==> config.mk <==
export PLATFORM = sky130hd
export DESIGN_NAME = hybrid_rle_run_to_work_items
export DESIGN_NICKNAME = d
export VERILOG_FILES = /design/src/rtl/hrle_pkg.sv /design/src/rtl/hrle_front.sv /design/src/rtl/hrle_queue.sv /design/src/rtl/hrle_back.sv /design/src/rtl/hybrid_rle_run_to_work_items.sv
export SDC_FILE = /design/constraint.sdc
export NUM_CORES = 2
export LEC_CHECK = 0
export ABC_CLOCK_PERIOD_IN_PS = 17060
export BUFFER_PORTS_ARGS = -buffer_cell sky130_fd_sc_hd__buf_2
export CAP_MARGIN = 10
export CORE_ASPECT_RATIO = 0.9
export CORE_MARGIN = 2
export CORE_UTILIZATION = 65
export DETAILED_ROUTE_END_ITERATION = 8
export PLACE_DENSITY = 0.82
export SYNTH_ARGS = -nofsm -noshare
export SYNTH_HDL_FRONTEND = slang
export SYNTH_SLANG_ARGS = --single-unit
==> constraint.sdc <==
create_clock -name i_clk -period 17.06 [get_ports i_clk]
set_input_delay 1.706 -clock i_clk [delete_from_list [all_inputs] [get_ports i_clk]]
set_output_delay 1.706 -clock i_clk [all_outputs]
set_load 0.02 [all_outputs]
==> src/rtl/hrle_pkg.sv <==
// Shared types and constants for the hybrid run decoder.
package hrle_pkg;
    localparam int unsigned Chunk     = 1024;
    localparam int unsigned MaxValues = 32768;
    localparam int unsigned MaxWidth  = 24;
    localparam int unsigned QDepth    = 2;

    typedef enum logic [1:0] {
        ST_ITEM  = 2'd0,
        ST_DONE  = 2'd1,
        ST_ERROR = 2'd2
    } t_status;

    localparam logic CFG_EXPECTED = 1'b0;
    localparam logic CFG_SECTION  = 1'b1;

    // Work handed from the byte parser to the item emitter.
    typedef struct packed {
        logic        has_run;
        logic [15:0] start;
        logic [15:0] count;
        logic        bit_packed;
        logic [26:0] base;
        logic [4:0]  width;
        logic        has_end;
        t_status     end_status;
    } t_cmd;
endpackage

==> src/rtl/hrle_front.sv <==
// Byte parser: decodes width, headers and values into run commands.
module hrle_front (
    input  logic         i_clk,
    input  logic         i_rst_n,
    input  logic         i_cfg_we,
    input  logic         i_cfg_idx,
    input  logic [23:0]  i_cfg_data,
    input  logic         i_valid,
    output logic         o_ready,
    input  logic [7:0]   i_byte,
    input  logic         i_first,
    output logic         o_cmd_valid,
    input  logic         i_cmd_ready,
    output hrle_pkg::t_cmd o_cmd
);
    import hrle_pkg::*;

    typedef enum logic [1:0] {PH_IDLE, PH_HEADER, PH_VALUE, PH_SKIP} t_phase;

    logic [15:0] r_expected;
    logic [23:0] r_seclen;
    t_phase      r_phase, n_phase;
    logic [4:0]  r_width, n_width;
    logic [31:0] r_hacc, n_hacc;
    logic [2:0]  r_hshift, n_hshift;
    logic [23:0] r_pos, n_pos;
    logic [15:0] r_prod, n_prod;
    logic [15:0] r_runcnt, n_runcnt;
    logic [23:0] r_rval, n_rval;
    logic [1:0]  r_vidx, n_vidx;
    logic [23:0] r_skip, n_skip;

    logic [15:0] w_exp;
    logic [15:0] w_rem;
    logic [1:0]  w_nbytes;
    t_cmd        w_cmd;
    logic        w_emit;
    logic        w_fire;

    assign w_exp    = (r_expected > 16'(MaxValues)) ? 16'(MaxValues) : r_expected;
    assign w_nbytes = 2'((6'(r_width) + 6'd7) >> 3);
    assign o_ready  = i_cmd_ready;
    assign w_fire   = i_valid && o_ready;

    always_comb begin
        logic [15:0] rem0;
        logic [15:0] prod1;
        logic [23:0] pos1;
        logic [2:0]  idx;
        logic [31:0] h;
        logic [31:0] groups;
        logic [36:0] bytes;
        logic [34:0] cnt;
        logic [23:0] rv;
        logic [1:0]  k;
        logic [4:0]  bw;
        logic        boundary;
        logic [23:0] skip1;
        n_phase = r_phase; n_width = r_width; n_hacc = r_hacc; n_hshift = r_hshift;
        n_pos = r_pos; n_prod = r_prod; n_runcnt = r_runcnt; n_rval = r_rval;
        n_vidx = r_vidx; n_skip = r_skip;
        w_cmd = '0;
        w_emit = 1'b0;
        boundary = 1'b0;
        prod1 = r_prod;
        pos1 = r_pos;
        rem0 = '0; idx = '0; h = '0; groups = '0; bytes = '0; cnt = '0;
        rv = '0; k = '0; bw = r_width; skip1 = '0;
        w_rem = (w_exp > r_prod) ? w_exp - r_prod : 16'd0;
        if (i_first) begin
            n_pos = '0; n_prod = '0; n_runcnt = '0; n_rval = '0; n_vidx = '0;
            n_skip = '0; n_hacc = '0; n_hshift = '0;
            prod1 = '0; pos1 = '0;
            if (i_byte > 8'(MaxWidth)) begin
                n_width = '0; n_phase = PH_IDLE;
                w_cmd.has_end = 1'b1; w_cmd.end_status = ST_ERROR;
            end else begin
                bw = i_byte[4:0];
                n_width = bw;
                if (w_exp == 16'd0) begin
                    n_phase = PH_IDLE;
                    w_cmd.has_end = 1'b1; w_cmd.end_status = ST_DONE;
                end else if (bw == 5'd0) begin
                    w_cmd.has_run = 1'b1; w_cmd.count = w_exp;
                    n_prod = w_exp; n_phase = PH_IDLE;
                    w_cmd.has_end = 1'b1; w_cmd.end_status = ST_DONE;
                end else begin
                    boundary = 1'b1;
                end
            end
        end else if (r_phase != PH_IDLE) begin
            if (r_pos >= r_seclen) begin
                n_phase = PH_IDLE;
                w_cmd.has_end = 1'b1; w_cmd.end_status = ST_ERROR;
            end else begin
                pos1 = r_pos + 24'd1;
                n_pos = pos1;
                case (r_phase)
                    PH_HEADER: begin
                        idx = (r_hshift > 3'd4) ? 3'd4 : r_hshift;
                        h = r_hacc | (32'(i_byte[6:0]) << (5'd7 * 5'(idx)));
                        n_hacc = h;
                        if (i_byte[7]) begin
                            if (idx >= 3'd4 || pos1 >= r_seclen) begin
                                n_phase = PH_IDLE;
                                w_cmd.has_end = 1'b1; w_cmd.end_status = ST_ERROR;
                            end else begin
                                n_hshift = idx + 3'd1;
                            end
                        end else if (h[0]) begin
                            groups = h >> 1;
                            bytes = 37'(groups) * 37'(r_width);
                            cnt = 35'(groups) << 3;
                            if (37'(pos1) + bytes > 37'(r_seclen)) begin
                                n_phase = PH_IDLE;
                                w_cmd.has_end = 1'b1; w_cmd.end_status = ST_ERROR;
                            end else begin
                                if (cnt > 35'(w_rem)) cnt = 35'(w_rem);
                                w_cmd.has_run = (cnt != '0);
                                w_cmd.start = r_prod; w_cmd.count = cnt[15:0];
                                w_cmd.bit_packed = 1'b1;
                                w_cmd.base = 27'(pos1) << 3;
                                prod1 = r_prod + cnt[15:0];
                                n_prod = prod1;
                                skip1 = bytes[23:0];
                                n_skip = skip1;
                                rem0 = (w_exp > prod1) ? w_exp - prod1 : 16'd0;
                                if (rem0 == 16'd0 || bytes == '0) boundary = 1'b1;
                                else n_phase = PH_SKIP;
                            end
                        end else begin
                            if (h[31:1] == '0 || 26'(pos1) + 26'(w_nbytes) > 26'(r_seclen)) begin
                                n_phase = PH_IDLE;
                                w_cmd.has_end = 1'b1; w_cmd.end_status = ST_ERROR;
                            end else begin
                                n_runcnt = (h[31:1] > 31'(w_rem)) ? w_rem : h[16:1];
                                n_rval = '0; n_vidx = '0; n_phase = PH_VALUE;
                            end
                        end
                    end
                    PH_VALUE: begin
                        k = (r_vidx > 2'd2) ? 2'd2 : r_vidx;
                        rv = r_rval | (24'(i_byte) << (5'd8 * 5'(k)));
                        n_rval = rv;
                        if (k + 2'd1 >= w_nbytes) begin
                            w_cmd.has_run = (r_runcnt != '0);
                            w_cmd.start = r_prod; w_cmd.count = r_runcnt;
                            w_cmd.base = 27'(rv);
                            prod1 = r_prod + r_runcnt;
                            n_prod = prod1;
                            boundary = 1'b1;
                        end else begin
                            n_vidx = k + 2'd1;
                        end
                    end
                    PH_SKIP: begin
                        skip1 = (r_skip > 24'd0) ? r_skip - 24'd1 : r_skip;
                        n_skip = skip1;
                        if (skip1 == '0) boundary = 1'b1;
                    end
                    default: ;
                endcase
            end
        end
        w_cmd.width = bw;
        if (boundary) begin
            n_hacc = '0; n_hshift = '0;
            rem0 = (w_exp > prod1) ? w_exp - prod1 : 16'd0;
            if (rem0 == 16'd0) begin
                n_phase = PH_IDLE;
                w_cmd.has_end = 1'b1; w_cmd.end_status = ST_DONE;
            end else if (pos1 >= r_seclen) begin
                n_phase = PH_IDLE;
                w_cmd.has_end = 1'b1; w_cmd.end_status = ST_ERROR;
            end else begin
                n_phase = PH_HEADER;
            end
        end
        // A byte that yields neither values nor a closing status sends no command.
        w_emit = w_cmd.has_run || w_cmd.has_end;
    end

    always_ff @(posedge i_clk) begin
        if (!i_rst_n) begin
            r_expected <= '0; r_seclen <= '0; r_phase <= PH_IDLE; r_width <= '0;
            r_hacc <= '0; r_hshift <= '0; r_pos <= '0; r_prod <= '0;
            r_runcnt <= '0; r_rval <= '0; r_vidx <= '0; r_skip <= '0;
            o_cmd_valid <= 1'b0;
        end else begin
            if (i_cfg_we) begin
                if (i_cfg_idx == CFG_EXPECTED) r_expected <= i_cfg_data[15:0];
                else                           r_seclen   <= i_cfg_data;
            end
            o_cmd_valid <= (w_fire && w_emit) || (o_cmd_valid && !i_cmd_ready);
            if (w_fire) begin
                r_phase <= n_phase; r_width <= n_width; r_hacc <= n_hacc;
                r_hshift <= n_hshift; r_pos <= n_pos; r_prod <= n_prod;
                r_runcnt <= n_runcnt; r_rval <= n_rval; r_vidx <= n_vidx;
                r_skip <= n_skip;
            end
        end
    end

    always_ff @(posedge i_clk) begin
        if (w_fire && w_emit) o_cmd <= w_cmd;
    end
endmodule

==> src/rtl/hrle_queue.sv <==
// Two-entry queue of run commands between parser and emitter.
module hrle_queue (
    input  logic           i_clk,
    input  logic           i_rst_n,
    input  logic           i_valid,
    output logic           o_ready,
    input  hrle_pkg::t_cmd i_cmd,
    output logic           o_valid,
    input  logic           i_ready,
    output hrle_pkg::t_cmd o_cmd
);
    import hrle_pkg::*;

    t_cmd       r_mem [QDepth];
    logic       r_wp, r_rp;
    logic [1:0] r_cnt;
    logic       w_push, w_pop;

    assign o_ready = (r_cnt != 2'(QDepth));
    assign o_valid = (r_cnt != 2'd0);
    assign o_cmd   = r_mem[r_rp];
    assign w_push  = i_valid && o_ready;
    assign w_pop   = o_valid && i_ready;

    always_ff @(posedge i_clk) begin
        if (!i_rst_n) begin
            r_wp <= 1'b0; r_rp <= 1'b0; r_cnt <= '0;
        end else begin
            if (w_push) r_wp <= ~r_wp;
            if (w_pop)  r_rp <= ~r_rp;
            r_cnt <= r_cnt + 2'(w_push) - 2'(w_pop);
        end
    end

    always_ff @(posedge i_clk) begin
        if (w_push) r_mem[r_wp] <= i_cmd;
    end
endmodule

==> src/rtl/hrle_back.sv <==
// Item emitter: splits each run command into chunks and closing status.
module hrle_back (
    input  logic           i_clk,
    input  logic           i_rst_n,
    input  logic           i_valid,
    output logic           o_ready,
    input  hrle_pkg::t_cmd i_cmd,
    output logic           o_valid,
    input  logic           i_ready,
    output logic [55:0]    o_data,
    output logic           o_last
);
    import hrle_pkg::*;

    logic [15:0] r_done;
    logic [26:0] r_off;
    logic        r_ovalid;
    logic [55:0] r_data;
    logic        r_last;
    logic        w_slot;
    logic        w_run_left;
    logic [15:0] w_left;
    logic [10:0] w_chunk;
    logic [26:0] w_pay;
    logic        w_run_final;

    assign w_slot      = !r_ovalid || i_ready;
    assign w_run_left  = i_cmd.has_run && (r_done < i_cmd.count);
    assign w_left      = i_cmd.count - r_done;
    assign w_chunk     = (w_left < 16'(Chunk)) ? w_left[10:0] : 11'(Chunk);
    assign w_pay       = i_cmd.bit_packed ? i_cmd.base + r_off : i_cmd.base;
    assign w_run_final = (w_left <= 16'(Chunk));
    assign o_ready     = w_slot && (w_run_left ? (w_run_final && !i_cmd.has_end) : 1'b1);
    assign o_valid     = r_ovalid;
    assign o_data      = r_data;
    assign o_last      = r_last;

    always_ff @(posedge i_clk) begin
        if (!i_rst_n) begin
            r_ovalid <= 1'b0; r_done <= '0; r_off <= '0;
        end else if (w_slot) begin
            r_ovalid <= i_valid;
            if (i_valid) begin
                if (w_run_left) begin
                    if (w_run_final && !i_cmd.has_end) begin
                        r_done <= '0; r_off <= '0;
                    end else begin
                        r_done <= r_done + 16'(w_chunk);
                        r_off  <= r_off + 27'(w_chunk) * 27'(i_cmd.width);
                    end
                end else begin
                    r_done <= '0; r_off <= '0;
                end
            end
        end
    end

    always_ff @(posedge i_clk) begin
        if (w_slot && i_valid) begin
            if (w_run_left) begin
                r_data <= {w_pay, i_cmd.bit_packed, w_chunk,
                           i_cmd.start[14:0] + r_done[14:0], ST_ITEM};
                r_last <= w_run_final && !i_cmd.has_end;
            end else begin
                r_data <= {54'd0, i_cmd.end_status};
                r_last <= 1'b1;
            end
        end
    end
endmodule

==> src/rtl/hybrid_rle_run_to_work_items.sv <==
// Top level of the hybrid run decoder.
// channel | dir | payload
// s_axis  | in  | tdata[7:0] data_byte, tuser first
// m_axis  | out | tdata status,value_start,count,bit_packed,payload; tlast last
// cfg     | in  | i_cfg_we, i_cfg_idx 0 expected_values / 1 section_length
// One byte per cycle enters while the command queue has room. The emitter
// splits each run into items of at most 1024 values, plus a status item when
// the run also closes the section. Synchronous active-low reset returns to
// idle; either side may stall freely.
module hybrid_rle_run_to_work_items (
    input  logic        i_clk,
    input  logic        i_rst_n,
    input  logic        i_cfg_we,
    input  logic        i_cfg_idx,
    input  logic [23:0] i_cfg_data,
    input  logic        s_axis_tvalid,
    output logic        s_axis_tready,
    input  logic [7:0]  s_axis_tdata,   // data_byte
    input  logic        s_axis_tuser,   // first
    output logic        m_axis_tvalid,
    input  logic        m_axis_tready,
    output logic [63:0] m_axis_tdata,   // status, value_start, count, bit_packed, payload
    output logic        m_axis_tlast    // last
);
    import hrle_pkg::*;

    logic  w_fv, w_fr, w_qv, w_qr;
    t_cmd  w_fc, w_qc;
    logic [55:0] w_data;

    hrle_front u_front (
        .i_clk, .i_rst_n, .i_cfg_we, .i_cfg_idx, .i_cfg_data,
        .i_valid(s_axis_tvalid), .o_ready(s_axis_tready),
        .i_byte(s_axis_tdata), .i_first(s_axis_tuser),
        .o_cmd_valid(w_fv), .i_cmd_ready(w_fr), .o_cmd(w_fc)
    );
    hrle_queue u_queue (
        .i_clk, .i_rst_n, .i_valid(w_fv), .o_ready(w_fr), .i_cmd(w_fc),
        .o_valid(w_qv), .i_ready(w_qr), .o_cmd(w_qc)
    );
    hrle_back u_back (
        .i_clk, .i_rst_n, .i_valid(w_qv), .o_ready(w_qr), .i_cmd(w_qc),
        .o_valid(m_axis_tvalid), .i_ready(m_axis_tready),
        .o_data(w_data), .o_last(m_axis_tlast)
    );
    assign m_axis_tdata = {8'd0, w_data};
endmodule

==> flow_metrics.py <==
metrics = {
    "synth": {
        "ys_warn_count": 0,
        "synth_edf_count": 261,
        "synth_top_area_frac": 0.184,
        "ys_types": 97,
        "ys_seq_area_frac": 0.296,
        "synth-seq-cells": 499,
        "yosysTopAreaCell": "edfxtp_1",
        "synth_area_um2": 42500,
        "async_flop_share": 0,
        "avgSynthCellArea_um2": 8.55,
        "ys.flop_type": "edfxtp_1",
        "syn_inst": 4975,
        "ys_top_cells_by_area": "edfxtp_1 18%, ha_1 12%, dfxtp_1 11%",
    },
    "clock_network": {
        "clk_pin_slew_ns": 0.06,
        "tritoncts": "done",
        "cts-root-buf": "clkbuf_16",
        "cts.sinks": 499,
        "cts_hold_buffers": 0,
        "htree_levels": 2,
        "cts-resized-gates": 0,
        "postCtsSetupBuffers": 0,
        "cts_made_buffers": 53,
        "clk_path_buf_depth": 3,
        "worstSkewPairLatency_ns": 0.64,
    },
    "floorplanning": {
        "rows": 88,
        "dieHeight_um": 247,
        "start_util": 0.660,
        "dieArea_um2": 67500,
        "core_area_um2": 64400,
        "num_io_pins": 106,
        "die_w_um": 274,
    },
    "setup_path": {
        "worstPathArrival_ns": 16.20,
        "path_depth": 58,
        "worstPathMaxFanout": 41,
        "end_kind": "register",
        "slowest_delay_ns": 0.86,
        "crit_type": "register to register",
        "cp_slowest_cell": "fa_1",
        "cp_top_family": "compound AO/OA/AOI/OAI gates",
        "path_buf_inv": 7,
        "required_ns": 17.38,
        "cp-start-kind": "register",
        "cp_common_cell": "ha_1",
        "r2r_cells": 58,
    },
    "route": {
        "ant_nets": 0,
        "vias": 37922,
        "via_per_inst": 6.47,
        "wl_per_cell_um": 21.6,
        "totalWireLength_um": 127000,
        "drtIter0Drc": 3838,
        "firstDrtPassIters": 7,
        "drc": 0,
    },
    "layout": {
        "final_util": 0.708,
        "seqCellArea_um2": 12600,
        "fillers": 5143,
        "nets": 5530,
        "multiInputGateArea_um2": 27700,
        "syn2layout_area_growth_pct": 7.28,
        "drive_gt1_frac": 0.0771,
        "final_cell_mix": "535 x nand2_1, 439 x nor2_1, 437 x a21oi_1",
        "layout_commonest_cell": "nand2_1",
    },
    "timing": {
        "finalCritPeriodShare": 0.931,
        "hold_violations": 0,
        "drv_slew": 0,
        "max_slew.worst_pin.slew_ns": 1.18,
        "skew_ns": 0.0243,
        "whs_ns": 0.449,
        "relSlewSlack": 0.216,
        "rsz0062_at_grt": "no",
        "setup_violations": 0,
        "max_freq_mhz": 63.0,
        "period_minus_slack_ns": 15.88,
        "fin_setup_tns_ns": 0,
    },
    "outcome": {
        "status": "completed",
    },
    "flow_run": {
        "drv_cap": 0,
    },
    "power_and_ir_drop": {
        "p_leak_nw": 19.4,
        "total_power_mw": 4.33,
        "ir_worst_vdd_uv": 127,
        "power_density_nw_per_um2": 94.8,
    },
    "global_routing": {
        "antenna_found_initial": 8,
        "overflow": 0,
        "grt_pass1_wl_um": 196000,
        "grt_max_degree": 108,
        "grt_pass1_vias": 35354,
        "grtUsageTotal": 0.369,
    },
    "placed_design": {
        "gp_congestion": 1.01,
        "dp_hpwl_um": 95600,
        "io_buffers": 97,
    },
    "hold_path": {
        "hold_path_class": "register to register",
        "holdPathStages": 0,
    },
}
## worst reg2reg max path: cells and delay by family (launching register included)
family	cells	cell delay, ns
AOI/OAI and AO/OA	26	6.11
xor gates and xnor gates	2	0.33
adders and majority gates	10	4.36
buffers and inverters	7	1.43
DFF	1	0.47
and+or+nand+nor	13	2.81
## cell usage after synthesis (17+ instances only)
master,instances
o21bai_1,39
or3_1,46
xor2_1,92
a211oi_1,35
a31oi_1,34
dfxtp_1,238
nor2b_1,100
edfxtp_1,261
nor4_1,36
ha_1,403
o211ai_1,68
nor3_1,119
nand2_1,535
mux2_2,69
fa_1,140
xnor2_1,145
nand2b_1,48
and2_1,93
o21a_1,47
or2_2,21
clkbuf_1,187
a21boi_0,28
nand4_1,68
o31ai_1,17
a21oi_1,441
a21o_1,134
nor2_1,441
a22oi_1,48
and3_1,31
mux2i_1,71
buf_1,19
inv_1,338
nand3_1,108
o21ai_0,198
## report_power, final
group          internal [mW]  switching [mW]  leakage, nW
Sequential              1.42          0.0668         4.38
Combinational          0.519            1.01         14.1
Clock                  0.780           0.534        0.943
## per-stage QoR
step                      instance area (um^2)  setup slack, ns  cells
after floorplan                          42500             2.50   4982
after detailed placement                 43600             1.06   5748
after CTS                                45600            0.945   5848
final                                    45600             1.18   5858
after global routing                     45600           0.0378   5848
after global placement                   43600             1.48   5748
## final timing paths
kind	startpoint	end	slack, ns
worst min register to register	u_front.o_cmd[15]	u_queue.r_mem[1][15]	0.45
worst max-delay path	u_front.r_hshift[2]	u_front.o_cmd[54]	1.18
worst min-delay path	u_front.o_cmd[15]	u_queue.r_mem[1][15]	0.45
worst max register to register	u_front.r_hshift[2]	u_front.o_cmd[54]	1.18
## layer usage
metal,track usage,share of wire,vias up
met3,0.0658,0.097,395
met1,0.491,0.40,17920
met5,0,0.00036,-
met2,0.583,0.45,1949
met4,0.172,0.053,6
li1,-,-,17652
## cell type report
| type | count | share of cell area |
|---|---|---|
| multi-input cells | 3899 | 0.608 |
| well taps | 855 | 0.0235 |
| diodes | 10 | 0.000549 |
| clock inverters | 36 | 0.0127 |
| clock buffers | 64 | 0.0309 |
| inverters | 347 | 0.0287 |
| flip-flops and latches | 499 | 0.276 |
| repair buffers | 148 | 0.0193 |
## registers in the layout (all words and copies together) (netlist names), 2 cells and up, named ones only
signal / flops
u_back.o_data: 56
u_back.r_done: 16
u_back.r_off: 27
u_front.o_cmd: 68
u_front.r_expected: 16
u_front.r_hacc: 32
u_front.r_hshift: 3
u_front.r_phase: 2
u_front.r_pos: 24
u_front.r_prod: 16
u_front.r_runcnt: 16
u_front.r_rval: 24
u_front.r_seclen: 24
u_front.r_skip: 24
u_front.r_vidx: 2
u_front.r_width: 5
u_queue.r_cnt: 2
u_queue.r_mem: 136
## cells by family after synthesis
family          after synthesis  synth area share
mux                         142            0.0360
compound gates             1267             0.191
buf+inv                     584            0.0540
flops                       499             0.296
other cells                   1         0.0000882
fa+ha+maj                   543             0.184
simple gates               1701             0.189
xor+xnor                    238            0.0492
Note: power is estimated with default switching activity, not from simulation.
